--- src/sv/note_byte_tone_envelope_controller_core_defines.svh ---
// Assertion macros for the note byte tone envelope controller.
// Used by the top level; needs clk and rst_n in scope.
`ifndef NOTE_BYTE_TONE_ENVELOPE_CONTROLLER_CORE_DEFINES_SVH
`define NOTE_BYTE_TONE_ENVELOPE_CONTROLLER_CORE_DEFINES_SVH

// same-cycle implication
`define NBTEC_ASSERT_NOW(label, lhs, rhs, msg) \
    label: assert property (@(posedge clk) disable iff (!rst_n) (lhs) |-> (rhs)) \
        else $error(msg);

// next-cycle implication
`define NBTEC_ASSERT_NEXT(label, lhs, rhs, msg) \
    label: assert property (@(posedge clk) disable iff (!rst_n) (lhs) |=> (rhs)) \
        else $error(msg);

`endif

--- src/sv/nbtec_pkg.sv ---
// Shared types, constants and the tone table of the note byte tone envelope controller.
// No dependencies.
package nbtec_pkg;

    localparam int DUTY_BITS = 10;
    localparam logic [DUTY_BITS-1:0] DUTY_MAX = '1;

    localparam logic [7:0] ATTACK_PEAK  = 8'd220;
    localparam logic [7:0] ATTACK_STEP  = 8'd12;
    localparam logic [7:0] ATTACK_LAST  = 8'((220 / 12) * 12);
    localparam logic [7:0] DECAY_STEP   = 8'd6;
    localparam logic [7:0] RELEASE_STEP = 8'd8;
    localparam logic [3:0] NOTE_LAST    = 4'd11;
    localparam logic [3:0] NOTE_SILENCE = 4'd15;
    localparam logic [15:0] IDLE_MAX    = 16'hFFFF;

    localparam logic [15:0] TIMEOUT_RESET = 16'd3000;
    localparam logic [7:0]  SUSTAIN_RESET = 8'd90;

    // configuration register indexes
    localparam logic [0:0] REG_SILENCE_TIMEOUT = 1'b0;
    localparam logic [0:0] REG_SUSTAIN_LEVEL   = 1'b1;

    // request types
    localparam logic REQ_BYTE = 1'b0;
    localparam logic REQ_TICK = 1'b1;

    // command kinds
    localparam logic CMD_PLAY    = 1'b0;
    localparam logic CMD_RELEASE = 1'b1;

    localparam logic [11:0] TONE_TABLE [96] = '{
        12'd16, 12'd17, 12'd18, 12'd19, 12'd21, 12'd22,
        12'd23, 12'd24, 12'd26, 12'd28, 12'd29, 12'd31,
        12'd33, 12'd35, 12'd37, 12'd39, 12'd41, 12'd44,
        12'd46, 12'd49, 12'd52, 12'd55, 12'd58, 12'd62,
        12'd65, 12'd69, 12'd73, 12'd78, 12'd82, 12'd87,
        12'd92, 12'd98, 12'd104, 12'd110, 12'd117, 12'd123,
        12'd131, 12'd139, 12'd147, 12'd156, 12'd165, 12'd175,
        12'd185, 12'd196, 12'd208, 12'd220, 12'd233, 12'd247,
        12'd262, 12'd277, 12'd294, 12'd311, 12'd330, 12'd349,
        12'd370, 12'd392, 12'd415, 12'd440, 12'd466, 12'd494,
        12'd523, 12'd554, 12'd587, 12'd622, 12'd659, 12'd698,
        12'd740, 12'd784, 12'd831, 12'd880, 12'd932, 12'd988,
        12'd1047, 12'd1109, 12'd1175, 12'd1245, 12'd1319, 12'd1397,
        12'd1480, 12'd1568, 12'd1661, 12'd1760, 12'd1865, 12'd1976,
        12'd2093, 12'd2217, 12'd2349, 12'd2489, 12'd2637, 12'd2794,
        12'd2960, 12'd3136, 12'd3322, 12'd3520, 12'd3729, 12'd3951
    };

    typedef struct packed {
        logic       req_type;
        logic [7:0] rx_byte;
    } in_item_t;

    typedef struct packed {
        logic [11:0]          tone_hz;
        logic [DUTY_BITS-1:0] duty;
        logic [1:0]           hold_ms;
        logic                 last;
        logic                 sound_on;
        logic [31:0]          byte_count;
        logic [31:0]          note_count;
        logic [31:0]          silence_count;
        logic [31:0]          invalid_count;
    } out_item_t;

    typedef struct packed {
        logic        kind;
        logic [11:0] tone;
        logic        is_byte;
        logic        is_silence;
        logic        is_invalid;
    } cmd_t;

    typedef struct packed {
        logic valid;
        cmd_t cmd;
    } cmd_push_t;

    typedef struct packed {
        logic full;
        logic empty;
    } q_status_t;

    function automatic logic [DUTY_BITS-1:0] clamp_duty(input logic [7:0] d);
        logic [DUTY_BITS-1:0] r;
        if (32'(d) > 32'(DUTY_MAX))
            r = DUTY_MAX;
        else
            r = DUTY_BITS'(d);
        return r;
    endfunction

endpackage

--- src/sv/nbtec_front.sv ---
// Front end: takes requests, keeps the idle timer, classifies bytes into commands and releases on silence timeout.
// Depends on nbtec_pkg.
module nbtec_front (
    input  logic                clk,
    input  logic                rst_n,
    input  logic                push,
    input  nbtec_pkg::in_item_t item,
    input  logic [15:0]         silence_timeout,
    input  nbtec_pkg::q_status_t q_status,
    output logic                full,
    output nbtec_pkg::cmd_push_t cmd_push
);
    import nbtec_pkg::*;

    logic [15:0] idle_reg, idle_next;
    logic        sounding_reg, sounding_next;   // sounding as it will be once queued work is done
    logic        accept;
    logic [2:0]  octave;
    logic [3:0]  note;
    logic [6:0]  tone_idx;

    assign full   = q_status.full;
    assign accept = push && !q_status.full;
    assign octave = item.rx_byte[6:4];
    assign note   = item.rx_byte[3:0];
    assign tone_idx = 7'(octave) * 7'd12 + 7'(note);

    always_comb
    begin
        idle_next     = idle_reg;
        sounding_next = sounding_reg;
        cmd_push      = '0;
        cmd_push.cmd.kind = CMD_RELEASE;
        if (accept)
        begin
            if (item.req_type == REQ_TICK)
            begin
                if (idle_reg != IDLE_MAX)
                    idle_next = idle_reg + 16'd1;
                if (sounding_reg && (idle_next >= silence_timeout))
                begin
                    cmd_push.valid = 1'b1;
                    sounding_next  = 1'b0;
                end
            end
            else
            begin
                idle_next = '0;
                cmd_push.valid       = 1'b1;
                cmd_push.cmd.is_byte = 1'b1;
                if (note <= NOTE_LAST)
                begin
                    cmd_push.cmd.kind = CMD_PLAY;
                    cmd_push.cmd.tone = TONE_TABLE[tone_idx];
                    sounding_next     = 1'b1;
                end
                else
                begin
                    cmd_push.cmd.is_silence = (note == NOTE_SILENCE);
                    cmd_push.cmd.is_invalid = (note != NOTE_SILENCE);
                    sounding_next           = 1'b0;
                end
            end
        end
    end

    always_ff @(posedge clk or negedge rst_n)
    begin
        if (!rst_n)
        begin
            idle_reg     <= '0;
            sounding_reg <= 1'b0;
        end
        else
        begin
            idle_reg     <= idle_next;
            sounding_reg <= sounding_next;
        end
    end

endmodule

--- src/sv/nbtec_cmd_queue.sv ---
// Two-entry command queue between front end and envelope sequencer.
// Depends on nbtec_pkg.
module nbtec_cmd_queue (
    input  logic                 clk,
    input  logic                 rst_n,
    input  nbtec_pkg::cmd_push_t cmd_push,
    input  logic                 cmd_pop,
    output nbtec_pkg::cmd_t      head,
    output nbtec_pkg::q_status_t q_status
);
    import nbtec_pkg::*;

    cmd_t       entry_reg [2];
    logic       wr_ptr_reg, wr_ptr_next;
    logic       rd_ptr_reg, rd_ptr_next;
    logic [1:0] count_reg, count_next;
    logic       do_push, do_pop;

    assign q_status.full  = (count_reg == 2'd2);
    assign q_status.empty = (count_reg == 2'd0);
    assign head    = entry_reg[rd_ptr_reg];
    assign do_push = cmd_push.valid && !q_status.full;
    assign do_pop  = cmd_pop && !q_status.empty;

    always_comb
    begin
        wr_ptr_next = do_push ? !wr_ptr_reg : wr_ptr_reg;
        rd_ptr_next = do_pop ? !rd_ptr_reg : rd_ptr_reg;
        count_next  = count_reg + 2'(do_push) - 2'(do_pop);
    end

    always_ff @(posedge clk)
    begin
        if (do_push)
            entry_reg[wr_ptr_reg] <= cmd_push.cmd;
    end

    always_ff @(posedge clk or negedge rst_n)
    begin
        if (!rst_n)
        begin
            wr_ptr_reg <= 1'b0;
            rd_ptr_reg <= 1'b0;
            count_reg  <= '0;
        end
        else
        begin
            wr_ptr_reg <= wr_ptr_next;
            rd_ptr_reg <= rd_ptr_next;
            count_reg  <= count_next;
        end
    end

endmodule

--- src/sv/nbtec_back.sv ---
// Envelope sequencer: attack, decay, release ramps, one step per cycle while the
// single output register is free or popped. Holds the counters. Needs nbtec_pkg.
module nbtec_back (
    input  logic                 clk,
    input  logic                 rst_n,
    input  nbtec_pkg::cmd_t      head,
    input  nbtec_pkg::q_status_t q_status,
    input  logic [7:0]           sustain_level,
    input  logic                 pop,
    output logic                 cmd_pop,
    output logic                 empty,
    output nbtec_pkg::out_item_t result
);
    import nbtec_pkg::*;

    localparam logic [2:0] ST_IDLE     = 3'd0;
    localparam logic [2:0] ST_ATTACK   = 3'd1;
    localparam logic [2:0] ST_DECAY    = 3'd2;
    localparam logic [2:0] ST_PLAY_END = 3'd3;
    localparam logic [2:0] ST_RELEASE  = 3'd4;
    localparam logic [2:0] ST_REL_END  = 3'd5;

    logic [2:0]  state_reg, state_next;
    logic [7:0]  duty_reg, duty_next;
    logic [11:0] tone_reg, tone_next;
    logic        silence_reg, silence_next;
    logic        sounding_reg, sounding_next;
    logic [11:0] cur_tone_reg, cur_tone_next;
    logic [31:0] bytes_reg, bytes_next;
    logic [31:0] notes_reg, notes_next;
    logic [31:0] silences_reg, silences_next;
    logic [31:0] invalids_reg, invalids_next;
    logic        out_valid_reg, out_valid_next;
    out_item_t   out_reg, out_next;
    logic        emit_ok, emit;
    logic [11:0] step_tone;
    logic [7:0]  step_duty;
    logic [1:0]  step_hold;
    logic        step_last;

    assign emit_ok = !out_valid_reg || pop;
    assign empty   = !out_valid_reg;
    assign result  = out_reg;

    always_comb
    begin
        state_next    = state_reg;
        duty_next     = duty_reg;
        tone_next     = tone_reg;
        silence_next  = silence_reg;
        sounding_next = sounding_reg;
        cur_tone_next = cur_tone_reg;
        bytes_next    = bytes_reg;
        notes_next    = notes_reg;
        silences_next = silences_reg;
        invalids_next = invalids_reg;
        cmd_pop       = 1'b0;
        emit          = 1'b0;
        step_tone     = tone_reg;
        step_duty     = duty_reg;
        step_hold     = 2'd2;
        step_last     = 1'b0;

        unique case (state_reg)
            ST_IDLE:
            begin
                if (!q_status.empty)
                begin
                    cmd_pop = 1'b1;
                    if (head.is_byte)
                        bytes_next = bytes_reg + 32'd1;
                    if (head.kind == CMD_PLAY)
                    begin
                        tone_next  = head.tone;
                        duty_next  = '0;
                        state_next = ST_ATTACK;
                    end
                    else
                    begin
                        if (head.is_invalid)
                            invalids_next = invalids_reg + 32'd1;
                        tone_next    = cur_tone_reg;
                        duty_next    = sustain_level;
                        silence_next = head.is_silence;
                        state_next   = ST_RELEASE;
                    end
                end
            end
            ST_ATTACK:
            begin
                step_hold = 2'd1;
                if (emit_ok)
                begin
                    emit = 1'b1;
                    if (duty_reg == ATTACK_LAST)
                    begin
                        duty_next  = ATTACK_PEAK;
                        state_next = (sustain_level <= ATTACK_PEAK) ? ST_DECAY : ST_PLAY_END;
                    end
                    else
                        duty_next = duty_reg + ATTACK_STEP;
                end
            end
            ST_DECAY:
            begin
                if (emit_ok)
                begin
                    emit = 1'b1;
                    // next step only if it stays at or above sustain
                    if (9'(duty_reg) >= 9'(sustain_level) + 9'(DECAY_STEP))
                        duty_next = duty_reg - DECAY_STEP;
                    else
                        state_next = ST_PLAY_END;
                end
            end
            ST_PLAY_END:
            begin
                step_duty = sustain_level;
                step_hold = 2'd0;
                step_last = 1'b1;
                if (emit_ok)
                begin
                    emit          = 1'b1;
                    sounding_next = 1'b1;
                    cur_tone_next = tone_reg;
                    notes_next    = notes_reg + 32'd1;
                    state_next    = ST_IDLE;
                end
            end
            ST_RELEASE:
            begin
                if (emit_ok)
                begin
                    emit = 1'b1;
                    if (duty_reg >= RELEASE_STEP)
                        duty_next = duty_reg - RELEASE_STEP;
                    else
                        state_next = ST_REL_END;
                end
            end
            ST_REL_END:
            begin
                step_tone = '0;
                step_duty = '0;
                step_hold = 2'd0;
                step_last = 1'b1;
                if (emit_ok)
                begin
                    emit          = 1'b1;
                    sounding_next = 1'b0;
                    cur_tone_next = '0;
                    if (silence_reg)
                        silences_next = silences_reg + 32'd1;
                    state_next = ST_IDLE;
                end
            end
            default:
            begin
                state_next = ST_IDLE;
            end
        endcase
    end

    always_comb
    begin
        out_next.tone_hz       = step_tone;
        out_next.duty          = clamp_duty(step_duty);
        out_next.hold_ms       = step_hold;
        out_next.last          = step_last;
        out_next.sound_on      = sounding_next;
        out_next.byte_count    = bytes_next;
        out_next.note_count    = notes_next;
        out_next.silence_count = silences_next;
        out_next.invalid_count = invalids_next;
        if (emit)
            out_valid_next = 1'b1;
        else if (pop)
            out_valid_next = 1'b0;
        else
            out_valid_next = out_valid_reg;
    end

    always_ff @(posedge clk)
    begin
        if (emit)
            out_reg <= out_next;
        duty_reg    <= duty_next;
        tone_reg    <= tone_next;
        silence_reg <= silence_next;
    end

    always_ff @(posedge clk or negedge rst_n)
    begin
        if (!rst_n)
        begin
            state_reg     <= ST_IDLE;
            sounding_reg  <= 1'b0;
            cur_tone_reg  <= '0;
            bytes_reg     <= '0;
            notes_reg     <= '0;
            silences_reg  <= '0;
            invalids_reg  <= '0;
            out_valid_reg <= 1'b0;
        end
        else
        begin
            state_reg     <= state_next;
            sounding_reg  <= sounding_next;
            cur_tone_reg  <= cur_tone_next;
            bytes_reg     <= bytes_next;
            notes_reg     <= notes_next;
            silences_reg  <= silences_next;
            invalids_reg  <= invalids_next;
            out_valid_reg <= out_valid_next;
        end
    end

endmodule

--- src/sv/note_byte_tone_envelope_controller_core.sv ---
// Top level of the note byte tone envelope controller: config registers,
// front end, command queue, envelope sequencer. Depends on nbtec_pkg and the defines header.
//
//   channel  | handshake       | payload
//   ---------+-----------------+---------------------------
//   request  | push / full     | item   (in_item_t)
//   result   | empty / pop     | result (out_item_t)
//   config   | cfg_we          | cfg_index, cfg_data
//
// A request is taken while full is low; up to two commands wait in the queue.
// When idle the sequencer pops a command, then gives a result per step: a
// note: attack, decay if sustain <= attack peak, final; release: release, final.
// A tick that releases nothing gives no result.
// pop low holds the output register and stalls the sequencer; full rises when
// the queue holds two commands. Reset clears all control state and counters.
`include "note_byte_tone_envelope_controller_core_defines.svh"

module note_byte_tone_envelope_controller_core (
    input  logic                 clk,
    input  logic                 rst_n,
    input  logic                 push,
    output logic                 full,
    input  nbtec_pkg::in_item_t  item,
    output logic                 empty,
    input  logic                 pop,
    output nbtec_pkg::out_item_t result,
    input  logic                 cfg_we,
    input  logic [0:0]           cfg_index,
    input  logic [15:0]          cfg_data
);
    import nbtec_pkg::*;

    logic [15:0] timeout_reg, timeout_next;
    logic [7:0]  sustain_reg, sustain_next;
    cmd_push_t   cmd_push;
    cmd_t        head;
    q_status_t   q_status;
    logic        cmd_pop;

    always_comb
    begin
        timeout_next = timeout_reg;
        sustain_next = sustain_reg;
        if (cfg_we)
        begin
            unique case (cfg_index)
                REG_SILENCE_TIMEOUT: timeout_next = cfg_data;
                REG_SUSTAIN_LEVEL:   sustain_next = cfg_data[7:0];
                default:             timeout_next = timeout_reg;
            endcase
        end
    end

    always_ff @(posedge clk or negedge rst_n)
    begin
        if (!rst_n)
        begin
            timeout_reg <= TIMEOUT_RESET;
            sustain_reg <= SUSTAIN_RESET;
        end
        else
        begin
            timeout_reg <= timeout_next;
            sustain_reg <= sustain_next;
        end
    end

    nbtec_front u_front (
        .clk             (clk),
        .rst_n           (rst_n),
        .push            (push),
        .item            (item),
        .silence_timeout (timeout_reg),
        .q_status        (q_status),
        .full            (full),
        .cmd_push        (cmd_push)
    );

    nbtec_cmd_queue u_queue (
        .clk      (clk),
        .rst_n    (rst_n),
        .cmd_push (cmd_push),
        .cmd_pop  (cmd_pop),
        .head     (head),
        .q_status (q_status)
    );

    nbtec_back u_back (
        .clk           (clk),
        .rst_n         (rst_n),
        .head          (head),
        .q_status      (q_status),
        .sustain_level (sustain_reg),
        .pop           (pop),
        .cmd_pop       (cmd_pop),
        .empty         (empty),
        .result        (result)
    );

    `NBTEC_ASSERT_NOW(a_no_push_when_full, cmd_push.valid, !q_status.full, "command pushed into full queue")
    `NBTEC_ASSERT_NOW(a_no_pop_when_empty, cmd_pop, !q_status.empty, "command popped from empty queue")
    `NBTEC_ASSERT_NOW(a_last_no_hold, !empty && result.last, result.hold_ms == 2'd0, "final step with hold")
    `NBTEC_ASSERT_NEXT(a_result_held, !empty && !pop, !empty && $stable(result), "waiting result changed")

endmodule
--- config.mk ---
export PLATFORM = sky130hd
export DESIGN_NAME = note_byte_tone_envelope_controller_core
export DESIGN_NICKNAME = d
export VERILOG_FILES = /design/src/sv/nbtec_pkg.sv /design/src/sv/nbtec_front.sv /design/src/sv/nbtec_cmd_queue.sv /design/src/sv/nbtec_back.sv /design/src/sv/note_byte_tone_envelope_controller_core.sv
export VERILOG_INCLUDE_DIRS = /design/src /design/src/sv
export SDC_FILE = /design/constraint.sdc
export NUM_CORES = 1
export LEC_CHECK = 0
export ABC_CLOCK_PERIOD_IN_PS = 10600
export BUFFER_PORTS_ARGS = -buffer_cell sky130_fd_sc_hd__buf_2
export CAP_MARGIN = 40
export CORE_ASPECT_RATIO = 1.5
export CORE_MARGIN = 4
export CORE_UTILIZATION = 59
export DETAILED_ROUTE_END_ITERATION = 7
export PLACE_DENSITY = 0.88
export SYNTH_ARGS = -nofsm -noshare
export SYNTH_HDL_FRONTEND = slang
export SYNTH_SLANG_ARGS = --single-unit
--- constraint.sdc ---
create_clock -name clk -period 10.6 [get_ports clk]
set_clock_uncertainty 0.1 [all_clocks]
set_input_delay 2.12 -clock clk [delete_from_list [all_inputs] [get_ports clk]]
set_output_delay 2.12 -clock clk [all_outputs]
set_load 0.01 [all_outputs]
==> impl_results.md <==
* Status: complete, no violations
* FP Rows at 78
* Detailed Place HPWL at 27100 um
* Worst Path Arrival at just over 5000 ps
* Crit. Startpoint: item[5]
* Max-slew violation count at 0
* YS warnings at 0
* Crit end category: register
* Crit Path Max Fanout at 53
* Core box area at between 30000 and 40000 um2
* Pin count of the biggest net entering global routing at 84
* R2R setup slack at slightly above 6000 ps
* CTS Buf Count at 37
* Number of global-route vias before repair at between 10000 and 15000
* Synth top area cells: edfxtp_1, dfrtp_1, xnor2_1
* GR Util All Layers at around a quarter
* Via density at ~6.0
* RePlAce Congestion at approximately 0.9
* Max reg flops at approximately 150
* CP Launch Type: input pin
* DRT iter0 DRCs at between 800 and 900
* Root Buffer: clkbuf_16
* Num ports at roughly 190
* Crit path kind: in -> reg
* Leak pwr at around 8.7 nW
* Initial antenna violation count at 0
* Reg2reg start: u_front.idle_reg[3]
* Dpl cell area at ~19000 um2
* Area grow syn2layout at 14.2%
* Clock sinks at between 300 and 400
* TNS Setup at 0 ps
* Flops & latches, synth at just under 400
* Mapped Area at 18000 um2
* Max cap viols at 0
* Reg2reg path depth at 11
* Cts hold-fix bufs at 0
* Primary FF master, synth: edfxtp_1
* Area leader, netlist: edfxtp_1
* Initial Utilization at about 60%
* CTS H-tree lvls at 2
* CTS tree: done
* Antenna viol nets, final at 0
* 1st-pass router iterations at 6
* Final hold vios at 0
* Ys async rst share at about 48%
* Final Cell Area at 20500 um2
* Peak Freq at around 0.20 GHz
* DRC at 0
* Final antenna diode count at 0
* Via count at around 13000
* DIE AREA at about 33000 um2
* Placed Cells at between 2000 and 2500
* Reg2reg end: u_queue.entry_reg[1][7]
* Worst-Skew Late Latency at between 500 and 600 ps
* First-pass GRT wire length at between 60000 and 70000 um
* Non-Filler Instances at 2100
* Post-CTS Resized at 0
* CTS Buffer Depth at 3
* Worst slew margin at between 30% and 40%
* Worst Hold Class: reg -> reg
* Final setup margin at approximately 5700 ps
* Number of synthesized flops with an enable pin at 205
* Layout cells sized above 1 at approximately 18%
* Register area share after synthesis at 60.8%
* Clock Pin Slew Worst Setup and Hold Paths at roughly 60 ps
* Place WS at around 5300 ps
* Die X at roughly 150 um
* Routed wire per std cell at roughly 19 um
* Required time of the critical path at ~11000 ps
* Max VDD drop at roughly 0.12 mV
* Post-synth cell types at 77
* Die H at 222 um
* Final core utilization at 68.0%
* Post-CTS setup buffers at 0
* Post-Route WL at around 40000 um
* Measured slew at the worst slew-check pin at roughly 940 ps
* Port buffer count at 183
* Nets at about 1800
* Power Dens Cells at ~240 nW/um2
* CP endpoint: u_queue.entry_reg[1][3]
* Gate Count Post-Synth at 1497
* Post-synth top area share at roughly 34%
* Number of setup violations in the final report at 0
* Min cycle time layout at approximately 4900 ps
* Period utilization at 46.1%
* Syn Area/Cell at between 10 and 15 um2
* Total congestion overflow at 0
* RSZ-0062 raised after global routing: no
worst min-delay path by stage:
stage | start | cells after the start | endpoint
floorplan | u_back.invalids_reg[31] | 1 | u_back.invalids_reg[31]
detailed placement | u_back.invalids_reg[31] | 1 | u_back.invalids_reg[31]
global route | u_back.invalids_reg[31] | 1 | u_back.invalids_reg[31]
CTS | u_back.silences_reg[31] | 1 | u_back.silences_reg[31]
finish | u_back.silences_reg[31] | 1 | u_back.silences_reg[31]
global placement | u_back.notes_reg[31] | 1 | u_back.notes_reg[31]
Yosys cell counts, drive strengths merged (11+ instances only):
| master | instances |
|---|---|
| and3 | 24 |
| edfxtp | 205 |
| nand2b | 15 |
| xor2 | 52 |
| nor2b | 14 |
| nand2 | 140 |
| mux2i | 19 |
| nor2 | 83 |
| and2 | 28 |
| nand3 | 58 |
| nor4 | 11 |
| xnor2 | 99 |
| nor3 | 20 |
| dfstp | 11 |
| a21oi | 57 |
| clkbuf | 51 |
| mux2 | 17 |
| and4 | 17 |
| ha | 52 |
| a22o | 15 |
| inv | 56 |
| nand4 | 39 |
| a211oi | 14 |
| o21ai | 88 |
| dfrtp | 179 |
| buf | 12 |
where the power goes:
part	internal, mW	switching [mW]	leakage, nW
registers	2.06	0.204	4.54
clock network	0.773	0.561	0.594
logic	0.460	0.781	3.60
critical path, stage by stage:
cell and delay (ps):
buf_2 110, ha_1 290, inv_1 60, fa_2 1140, o21ai_0 200, a222oi_1 320, nor3b_1 250, a31oi_1 90
a311oi_1 450
area by class of cell:
class	instances	area, um2
Sequential cell	395	10900
Multi-Input combinational cell	983	6600
Inverter	57	214
Clock inverter	16	181
Clock buffer	51	1050
Fill cell	2065	9640
Timing Repair Buffer	198	1040
Tap cell	400	500
cell usage in the layout, fill, tap and decap left out, types with 9 or more instances in the layout:
cell,n
nand2b_1,15
nor2_1,80
buf_4,13
xor2_1,52
a22o_1,15
mux2_2,17
ha_1,52
dfrtp_1,179
mux2i_1,19
a21oi_1,57
inv_1,56
a22oi_1,9
o211ai_1,10
and2_1,28
nor2b_1,14
edfxtp_1,205
nand4_1,38
nand3_1,58
nor3_1,20
and4_1,17
o21ai_0,87
clkbuf_16,37
dfstp_2,11
a211oi_1,14
nand2_1,139
xnor2_1,96
and3_1,24
buf_2,182
logic make-up (layout without fill, tap and decap cells):
group	after synthesis	after routing	synth area share [%]
buffers and inverters	120	322	2.64
and+or+nand+nor	473	473	13.6
other	1	2	0.0209
xor gates and xnor gates	151	151	7.36
DFF	395	395	60.8
muxes	37	37	2.25
AOI/OAI and AO/OA	265	265	9.44
adders and majority gates	55	55	3.90
per-layer routing:
layer | wire (um) | global-route usage, % | vias up
met4 | 1840 | 11.5 | 0
met3 | 2040 | 3.07 | 135
met5 | 0 | 0 | -
met2 | 20900 | 42.2 | 476
li1 | - | - | 5771
met1 | 14600 | 27.6 | 6132
through the flow:
step                      power [mW]  hold WS [ps]
after floorplan                 3.09           332
final                           4.84           376
after detailed placement        3.53           346
after global placement          3.47           347
after global routing            5.09           381
after CTS                       4.87           377
No activity file was read; power rests on OpenSTA's default activity.
